### src/design/cctf_pkg.sv
// shared types, constants and the byte-wide crc-32 update for the chunk trailer framer
// used by every module of the framer; depends on nothing
package cctf_pkg;

  localparam logic [31:0] CRC_INIT      = 32'hFFFF_FFFF;
  localparam logic [31:0] CRC_POLY      = 32'hEDB8_8320;
  localparam int unsigned TRAILER_BYTES = 4;
  localparam int unsigned TOP_SHIFT     = 24;
  localparam int unsigned QUEUE_DEPTH   = 4;
  localparam int unsigned TRAIL_CNT_W   = $clog2(TRAILER_BYTES + 1);

  // one word handed from the front part to the back part
  typedef struct packed {
    logic [7:0]  payload_byte;
    logic        chunk_end;
    logic [31:0] crc;
  } cctf_entry_t;

  // reflected crc-32 update by one byte, lsb first
  function automatic logic [31:0] crc_absorb(input logic [31:0] crc_in,
                                             input logic [7:0]  data);
    logic [31:0] acc;
    acc = crc_in ^ {24'd0, data};
    for (int b = 0; b < 8; b++) begin
      if (acc[0]) begin
        acc = (acc >> 1) ^ CRC_POLY;
      end else begin
        acc = acc >> 1;
      end
    end
    return acc;
  endfunction

endpackage

### src/design/cctf_front.sv
// front part: accepts payload words, keeps the running crc, queues classified words
// depends on cctf_pkg
module cctf_front
  import cctf_pkg::*;
(
  input  logic        clk,
  input  logic        rst,
  input  logic        in_valid,
  output logic        in_stall,
  input  logic [7:0]  payload_byte,
  input  logic        chunk_end,
  input  logic        full,
  output logic        push,
  output cctf_entry_t push_entry
);

  logic [31:0] running_check;
  logic [31:0] running_check_next;
  logic [31:0] absorbed;

  // accept whenever the queue has room
  assign in_stall = full;
  assign push     = in_valid && !full;

  // crc update and finished value for the trailer
  assign absorbed                = crc_absorb(running_check, payload_byte);
  assign push_entry.payload_byte = payload_byte;
  assign push_entry.chunk_end    = chunk_end;
  assign push_entry.crc          = absorbed ^ CRC_INIT;

  always_comb begin
    running_check_next = running_check;
    if (push) begin
      running_check_next = chunk_end ? CRC_INIT : absorbed;
    end
  end

  // running crc register
  always_ff @(posedge clk) begin
    if (rst) begin
      running_check <= CRC_INIT;
    end else begin
      running_check <= running_check_next;
    end
  end

  // a chunk end restarts the crc
  assert property (@(posedge clk) disable iff (rst)
    (push && chunk_end) |=> (running_check == CRC_INIT))
    else $error("running crc not restarted after chunk end");

endmodule

### src/design/cctf_queue.sv
// short word queue between the front and back parts of the framer
// depends on cctf_pkg
module cctf_queue
  import cctf_pkg::*;
#(
  parameter int unsigned DEPTH = QUEUE_DEPTH
) (
  input  logic        clk,
  input  logic        rst,
  input  logic        push,
  input  cctf_entry_t push_entry,
  output logic        full,
  input  logic        pop,
  output cctf_entry_t pop_entry,
  output logic        empty
);

  localparam int unsigned PTR_W = (DEPTH > 1) ? $clog2(DEPTH) : 1;
  localparam int unsigned CNT_W = $clog2(DEPTH + 1);

  cctf_entry_t      slots [DEPTH];
  logic [PTR_W-1:0] wr_ptr;
  logic [PTR_W-1:0] rd_ptr;
  logic [CNT_W-1:0] count;

  assign full      = (count == CNT_W'(DEPTH));
  assign empty     = (count == '0);
  assign pop_entry = slots[rd_ptr];

  // storage, no reset needed
  always_ff @(posedge clk) begin
    if (push) begin
      slots[wr_ptr] <= push_entry;
    end
  end

  // pointers and fill count
  always_ff @(posedge clk) begin
    if (rst) begin
      wr_ptr <= '0;
      rd_ptr <= '0;
      count  <= '0;
    end else begin
      if (push) begin
        wr_ptr <= (wr_ptr == PTR_W'(DEPTH - 1)) ? '0 : wr_ptr + 1'b1;
      end
      if (pop) begin
        rd_ptr <= (rd_ptr == PTR_W'(DEPTH - 1)) ? '0 : rd_ptr + 1'b1;
      end
      unique case ({push, pop})
        2'b10:   count <= count + 1'b1;
        2'b01:   count <= count - 1'b1;
        default: count <= count;
      endcase
    end
  end

  // no overflow or underflow
  assert property (@(posedge clk) disable iff (rst)
    (!(push && full)) && (!(pop && empty)))
    else $error("queue pushed when full or popped when empty");

endmodule

### src/design/cctf_back.sv
// back part: emits each queued payload word and, after each chunk-end word, the four crc trailer words
// depends on cctf_pkg
module cctf_back
  import cctf_pkg::*;
(
  input  logic        clk,
  input  logic        rst,
  input  cctf_entry_t pop_entry,
  input  logic        empty,
  output logic        pop,
  output logic        out_valid,
  input  logic        out_stall,
  output logic [7:0]  frame_byte,
  output logic        is_check_byte,
  output logic        frame_last
);

  logic                   load;
  logic [TRAIL_CNT_W-1:0] trail_cnt;
  logic [31:0]            crc_hold;

  // output register free to take a new word
  assign load = !out_valid || !out_stall;
  assign pop  = load && (trail_cnt == '0) && !empty;

  // trailer counter and crc shifter, most significant byte first
  always_ff @(posedge clk) begin
    if (rst) begin
      trail_cnt <= '0;
    end else if (load) begin
      if (trail_cnt != '0) begin
        trail_cnt <= trail_cnt - 1'b1;
      end else if (pop && pop_entry.chunk_end) begin
        trail_cnt <= TRAIL_CNT_W'(TRAILER_BYTES);
      end
    end
  end

  always_ff @(posedge clk) begin
    if (load) begin
      if (trail_cnt != '0) begin
        crc_hold <= crc_hold << 8;
      end else if (pop) begin
        crc_hold <= pop_entry.crc;
      end
    end
  end

  // output register
  always_ff @(posedge clk) begin
    if (rst) begin
      out_valid <= 1'b0;
    end else if (load) begin
      out_valid <= (trail_cnt != '0) || pop;
    end
  end

  always_ff @(posedge clk) begin
    if (load) begin
      if (trail_cnt != '0) begin
        frame_byte    <= crc_hold[TOP_SHIFT +: 8];
        is_check_byte <= 1'b1;
        frame_last    <= (trail_cnt == TRAIL_CNT_W'(1));
      end else begin
        frame_byte    <= pop_entry.payload_byte;
        is_check_byte <= 1'b0;
        frame_last    <= 1'b0;
      end
    end
  end

  // last word is always a trailer word
  assert property (@(posedge clk) disable iff (rst)
    (out_valid && frame_last) |-> is_check_byte)
    else $error("last flag on a payload word");

  // no payload word is drawn while the trailer is still going out
  assert property (@(posedge clk) disable iff (rst)
    (trail_cnt != '0) |-> !pop)
    else $error("queue read during trailer");

endmodule

### src/design/crc32_chunk_trailer_framer.sv
// top level of the crc-32 chunk trailer framer
// depends on cctf_pkg, cctf_front, cctf_queue and cctf_back
//
// Payload words enter one per cycle while in_stall is low and leave in order,
// each folded into a reflected crc-32 (poly edb88320, init and final xor all
// ones). A word flagged chunk_end is followed on the output by the four crc
// bytes, most significant first, the last one flagged by frame_last; the crc
// then restarts. The front takes one word per cycle while the queue
// (QUEUE_DEPTH words) has room; the output side emits one word per cycle
// while out_stall is low, so a chunk of n payload words yields n + 4 output
// words, and the trailer is what sets the sustained input rate over a chunk.
module crc32_chunk_trailer_framer
  import cctf_pkg::*;
#(
  parameter int unsigned QueueDepth = QUEUE_DEPTH
) (
  input  logic       clk,
  input  logic       rst,
  input  logic       in_valid,
  output logic       in_stall,
  input  logic [7:0] payload_byte,
  input  logic       chunk_end,
  output logic       out_valid,
  input  logic       out_stall,
  output logic [7:0] frame_byte,
  output logic       is_check_byte,
  output logic       frame_last
);

  cctf_entry_t push_entry;
  cctf_entry_t pop_entry;
  logic        push;
  logic        pop;
  logic        full;
  logic        empty;

  // classify and checksum
  cctf_front u_front (
    .clk          (clk),
    .rst          (rst),
    .in_valid     (in_valid),
    .in_stall     (in_stall),
    .payload_byte (payload_byte),
    .chunk_end    (chunk_end),
    .full         (full),
    .push         (push),
    .push_entry   (push_entry)
  );

  // decoupling queue
  cctf_queue #(
    .DEPTH (QueueDepth)
  ) u_queue (
    .clk        (clk),
    .rst        (rst),
    .push       (push),
    .push_entry (push_entry),
    .full       (full),
    .pop        (pop),
    .pop_entry  (pop_entry),
    .empty      (empty)
  );

  // serialise payload and trailer
  cctf_back u_back (
    .clk           (clk),
    .rst           (rst),
    .pop_entry     (pop_entry),
    .empty         (empty),
    .pop           (pop),
    .out_valid     (out_valid),
    .out_stall     (out_stall),
    .frame_byte    (frame_byte),
    .is_check_byte (is_check_byte),
    .frame_last    (frame_last)
  );

endmodule

### config.mk
export PLATFORM = sky130hd
export DESIGN_NAME = crc32_chunk_trailer_framer
export DESIGN_NICKNAME = d
export VERILOG_FILES = /design/src/design/cctf_pkg.sv /design/src/design/cctf_front.sv /design/src/design/cctf_queue.sv /design/src/design/cctf_back.sv /design/src/design/crc32_chunk_trailer_framer.sv
export SDC_FILE = /design/constraint.sdc
export NUM_CORES = 1
export LEC_CHECK = 0
export BUFFER_PORTS_ARGS = -buffer_cell sky130_fd_sc_hd__buf_2
export CORE_UTILIZATION = 45
export CTS_CLUSTER_DIAMETER = 40
export DETAILED_ROUTE_END_ITERATION = 12
export PLACE_DENSITY = 0.66
export SLEW_MARGIN = 20
export SYNTH_ARGS = -nofsm -noshare
export SYNTH_HDL_FRONTEND = slang
export SYNTH_SLANG_ARGS = --single-unit
### constraint.sdc
create_clock -name clk -period 6.2 [get_ports clk]
set_clock_uncertainty 0.2 [all_clocks]
set_input_delay 0.31 -clock clk [delete_from_list [all_inputs] [get_ports clk]]
set_output_delay 0.31 -clock clk [all_outputs]
set_load 0.1 [all_outputs]
# Word-level counts from Yosys, hierarchy flattened
# Memory sizes are Yosys's and may differ from the RTL's. A register that Yosys moved wholly into a read port is not among the register bits.
# Cells that the tools add are included.
# op_classes
n_addsub,5
eq_ne,6
mux,22
bitwise,10
n_reduce_logical,18
# op_table
op,count
$mux 32,11
$not 13->14,8
$not 32->32,1
$xor 32x8->32,1
$mux 2,4
$mux 8,1
$eq 2x2->1 const B,3
$logic_not 3->1,2
$mux 3,2
$pmux 3 s2,1
$reduce_bool 2->1,3
$sub 3x1->3 const B,2
$add 2x1->2 const B,2
$logic_and 1x1->1,4
$logic_not 1->1,4
$reduce_and 2->1,2
$add 3x1->3 const B,1
$eq 3x1->1 const B,1
$eq 3x3->1 const B,1
$mux 1,3
$reduce_bool 3->1,1
$eq 2x1->1 const B,1
$logic_or 1x1->1,2
# word_totals
register_bits,85
ram_bits,164
output_inout_bits,12
elab_cells,73
mem_count,1
# memory_table
name,words,word_bits,rd,rd_ports_with_merged_regs,write_ports,line,text
u_queue.slots,4,41,1,1,1,cctf_queue.sv:21,cctf_entry_t slots [DEPTH];

# Longest topological paths before layout
# depth
depth_word,18
ltp_mapped,10
ltp_nobuf,10

# Hierarchy
# Synthesis repeated with hierarchy kept, for this count alone.
# hier_totals
hier_cells,573
area_unflattened_um2,10342.4
# by_module_without_submodules
module,instances,cells_per_inst,area_per_inst_um2,seq_area_each_um2
cctf_queue,1,263,6414.9,5104.9
cctf_front,1,202,1996.9,640.6
cctf_back,1,108,1930.6,1341.3

# Least setup slack after synthesis
# OpenSTA, ideal clock, no wires.
# synth_path
path_kind,register to register
startpoint,register u_queue.count[0]
endpoint,"memory u_queue.slots[3][0] (netlist bit), enable pin"
setup_ps,402
arrival_ps,2869
required_ps,5598
slack_ps,2728
path_stages_with_launch,7
path_buffers,2
cell_sequence,dfxtp_1 > inv_1 > and3_1 > nor2b_1 > clkbuf_1 > clkbuf_1 > and2_1
# synth_via
elab_chain_cells,5
# synth_lines
item,line,text
start: declaration,cctf_queue.sv:24,logic [CNT_W-1:0] count;
start signal: assignment,cctf_queue.sv:51,2'b10: count <= count + 1'b1;
start signal: assignment,cctf_queue.sv:52,2'b01: count <= count - 1'b1;
start signal: assignment,cctf_queue.sv:53,default: count <= count;
$eq 3x3->1,cctf_queue.sv:26,assign full = (count == CNT_W'(DEPTH));
net in_stall,crc32_chunk_trailer_framer.sv:20,"output logic in_stall,"
$logic_not 1->1,cctf_front.sv:23,assign push = in_valid && !full;
$logic_and 1x1->1,cctf_front.sv:23,
$mux 1,cctf_queue.sv:32,if (push) begin
$mux 1 (implied by the code),cctf_queue.sv:33,slots[wr_ptr] <= push_entry;
end: declaration,cctf_queue.sv:21,
# The timed path passes the listed nets, and every way through them passes these cells.

# Worst setup path after layout
# layout_path
startpoint,register u_back.trail_cnt[0]
endpoint,"register u_back.crc_hold[20], enable pin"
# layout_via
elab_chain_cells,5
elab_cells_between_ends,6
# layout_lines
item,line,text
start: declaration,cctf_back.sv:19,logic [TRAIL_CNT_W-1:0] trail_cnt;
start signal: assignment,cctf_back.sv:32,trail_cnt <= trail_cnt - 1'b1;
start signal: assignment,cctf_back.sv:34,trail_cnt <= TRAIL_CNT_W'(TRAILER_BYTES);
$logic_not 3->1,cctf_back.sv:24,assign pop = load && (trail_cnt == '0) && !empty;
$logic_and 1x1->1 (2 in a row),cctf_back.sv:24,
$reduce_bool 2->1 (no source line) (*),-,
$reduce_and 2->1 (no source line) (*),-,
end signal: assignment,cctf_back.sv:42,crc_hold <= crc_hold << 8;
end signal: assignment,cctf_back.sv:44,crc_hold <= pop_entry.crc;
end: declaration,cctf_back.sv:20,logic [31:0] crc_hold;
# Mark *: on every way between the ends. The rest lies on a longest branch, timed or not.
# A chain may end at the register's enable or synchronous reset.

==> summary.md <==
| Metric | Value |
|---|---|
| Vias in the first global route | `5,351` |
| Setup_tns | `0 ns` |
| Hold Path Class | `in -> reg` |
| CTS tree | `built` |
| Gate Count Post-Synth | `628` |
| Gr ovfl total | `0` |
| Port Buffers | `24` |
| Hold Path Cell Cnt | `2` |
| Finished Layout Cells | `974` |
| Crit path arrival time | `3.23 ns` |
| H-tree Lvls | `1` |
| Pwr/cell area | `580 mW/mm2` |
| Cell Rows | `54` |
| Syn avg cell area | `16.2 um2` |
| Most frequent cells in the layout | `edfxtp_1, nand2_1, dfxtp_1` |
| First-pass GRT wire length | `30.4 mm` |
| CTS max path bufs | `3` |
| Die Ht | `152 um` |
| I/O Pins | `25` |
| Comb pwr share | `0.324` |
| Worst path required time | `6.22 ns` |
| Clock Latency Late Sink | `0.55 ns` |
| Largest net degree at the start of global routing | `45` |
| Post-CTS Setup Bufs | `0` |
| P_sw | `2.35 mW` |
| Kind of critical path | `reg -> reg` |
| Failing checks | `DRC` |
| Num CTS Buffers | `31` |
| Nets | `690` |
| Via Count | `5,160` |
| Final worst path period share | `0.518` |
| Final setup viols | `0` |
| Cell-internal power | `4.45 mW` |
| Drt wl/cell | `19.6 um` |
| Core area | `0.0220 mm2` |
| Synthesized area | `0.0102 mm2` |
| Sw Ratio | `0.346` |
| Mapped Nets | `648` |
| Max-cap violations | `0` |
| CTS Sinks | `251` |
| Most common cell after layout, fill and taps aside | `edfxtp_1` |
| Startpoint types | `flip-flop` |
| RePlAce Congestion | `0.751` |
| Fin. max-slew vios | `0` |
| Die width | `152 um` |
| Min cycle time layout | `3.21 ns` |
| Drt initial violations | `281` |
| Min setup slack post-route | `2.99 ns` |
| Status | `finished with violations` |
| Antenna cell count | `0` |
| Layout cells sized above 1 | `0.215` |
| Leak | `4.01 nW` |
| Final WL | `19.1 mm` |
| HPWL after detailed placement | `11.8 mm` |
| Placed instance count | `907` |
| Initial Utilization | `0.462` |
| Routed vias/inst | `5.30` |
| Area grow syn2layout | `15.3%` |
| DR pass1 iterations | `9` |
| Slew HR | `0.368` |
| RSZ-0062 raised after global routing | `false` |
| #FFs+latches synth | `251` |
| CP max FO | `43` |
| Pre-CTS setup slack | `3.00 ns` |
| Fin. Hold Viols | `0` |
| Clk slew on worst S/H paths | `0.06 ns` |
| Antenna violations before repair | `0` |
| Worst slew pin tran | `0.946 ns` |
| DR DRC count | `3` |
| Sequential power share | `0.415` |
| Crit. End Element | `flip-flop` |
| GRT Overall Usage | `0.170` |
| Synth warn | `0` |
| Post-DRT Antenna Nets | `0` |
| VDD IR max | `230 uV` |
| Max Fclk | `311 MHz` |
| Unique masters post-synth | `37` |
| Overall die area | `0.0232 mm2` |
| FF-to-FF path depth | `5` |
| Root Buffer | `clkbuf_16` |
| Seq/Total Area, Yosys | `0.696` |
| Clock group share of total power | `0.260` |
[cells by family (layout without fill, tap and decap cells)]
logic type / count (synthesis) / after routing / share of synthesized area
AOI/OAI and AO/OA: 44 / 44 / 0.0302
xor gates and xnor gates: 72 / 72 / 0.0811
and+or+nand+nor: 175 / 175 / 0.0769
DFF: 251 / 251 / 0.696
muxes: 43 / 43 / 0.0927
adders and majority gates: 7 / 7 / 0.00934
buffers and inverters: 36 / 102 / 0.0135
[sequential cells by signal, indices dropped and copies added (netlist names), named ones only]
name,flops
u_back.is_check_byte,1
u_queue.count,3
u_back.crc_hold,32
u_back.trail_cnt,3
u_queue.slots,164
u_queue.rd_ptr,2
u_back.frame_byte,8
u_queue.wr_ptr,2
u_back.frame_last,1
u_front.running_check,32
u_back.out_valid,1
[power by group through the flow]
stage | clock network [mW] | registers (mW) | logic [mW]
floorplan | 0 | 3.04 | 1.45
global placement | 0 | 2.84 | 2.15
detailed placement | 0 | 2.87 | 2.22
CTS | 1.80 | 2.83 | 2.24
global route | 1.87 | 2.87 | 2.40
finish | 1.77 | 2.83 | 2.21
[Yosys cell counts, drive strengths merged]
library cell | n | area [um2]
a211oi | 1 | 7.51
a21o | 2 | 15.0
a21oi | 16 | 80.1
a31oi | 3 | 18.8
and2 | 12 | 75.1
and3 | 1 | 6.26
buf | 12 | 47.6
clkbuf | 17 | 63.8
clkinv | 1 | 3.75
dfxtp | 45 | 901
edfxtp | 206 | 6190
fa | 1 | 20.0
ha | 6 | 75.1
inv | 6 | 22.5
mux2i | 2 | 20.0
mux4 | 41 | 923
nand2 | 104 | 390
nand2b | 22 | 138
nand3 | 1 | 5.00
nor2 | 18 | 67.6
nor2b | 1 | 6.26
nor3 | 5 | 25.0
nor3b | 1 | 7.51
nor4 | 1 | 6.26
o21ai | 2 | 10.0
o2bb2ai | 19 | 166
o311a | 1 | 10.0
or2 | 8 | 50.0
or3 | 1 | 6.26
xnor2 | 46 | 531
xnor3 | 2 | 47.6
xor2 | 24 | 248
[per-layer routing]
metal  share of wire  GRT usage  vias to the layer above  routed length [um]
met1            0.45      0.230                     2627                8530
li1                -          -                     2398                   -
met2            0.49      0.286                      105                9410
met5               0          0                        -                   0
met4           0.019     0.0530                        0                 371
met3           0.042     0.0259                       30                 812
[worst paths after layout]
check | startpoint | end | slack [ns]
max | u_back.trail_cnt[0] | u_back.crc_hold[20] | 2.99
min reg2reg | u_front.running_check[28] | u_front.running_check[28] | 0.29
max reg2reg | u_back.trail_cnt[0] | u_back.crc_hold[20] | 2.99
min | rst | u_queue.count[1] | 0.12
[cell type report]
type	instances	area, um2
flip-flops and latches	251	7090
clock inverters	25	251
repair buffers	38	250
multi-input cells	341	2990
clock buffers	32	779
well taps	280	350
fillers	1756	10300
inverters	7	26.3
[worst max-delay path, stage by stage, from the launching register on]
cell and delay (ns):
dfxtp_1 0.33, nor3_2 0.17, buf_4 0.37, clkinv_1 0.77, nor4_1 0.73, a21oi_4 0.29
[what timing repair did]
item | 4_1_cts | 5_1_grt
gates resized for setup | 0 | 0
hold buffers | 10 | 0
hold endpoints to repair | 39 | 0
[through the flow]
stage	power (mW)	utilization	hold slack (ns)	cell area (um2)
after detailed placement	5.08	0.481	0.271	10600
after global routing	7.14	0.533	0.168	11700
after floorplan	4.49	-	0.209	10200
after global placement	4.99	0.481	0.255	10600
after CTS	6.87	0.533	0.118	11700
final	6.81	0.533	0.118	11700
Power figures use the tool's default switching activity.
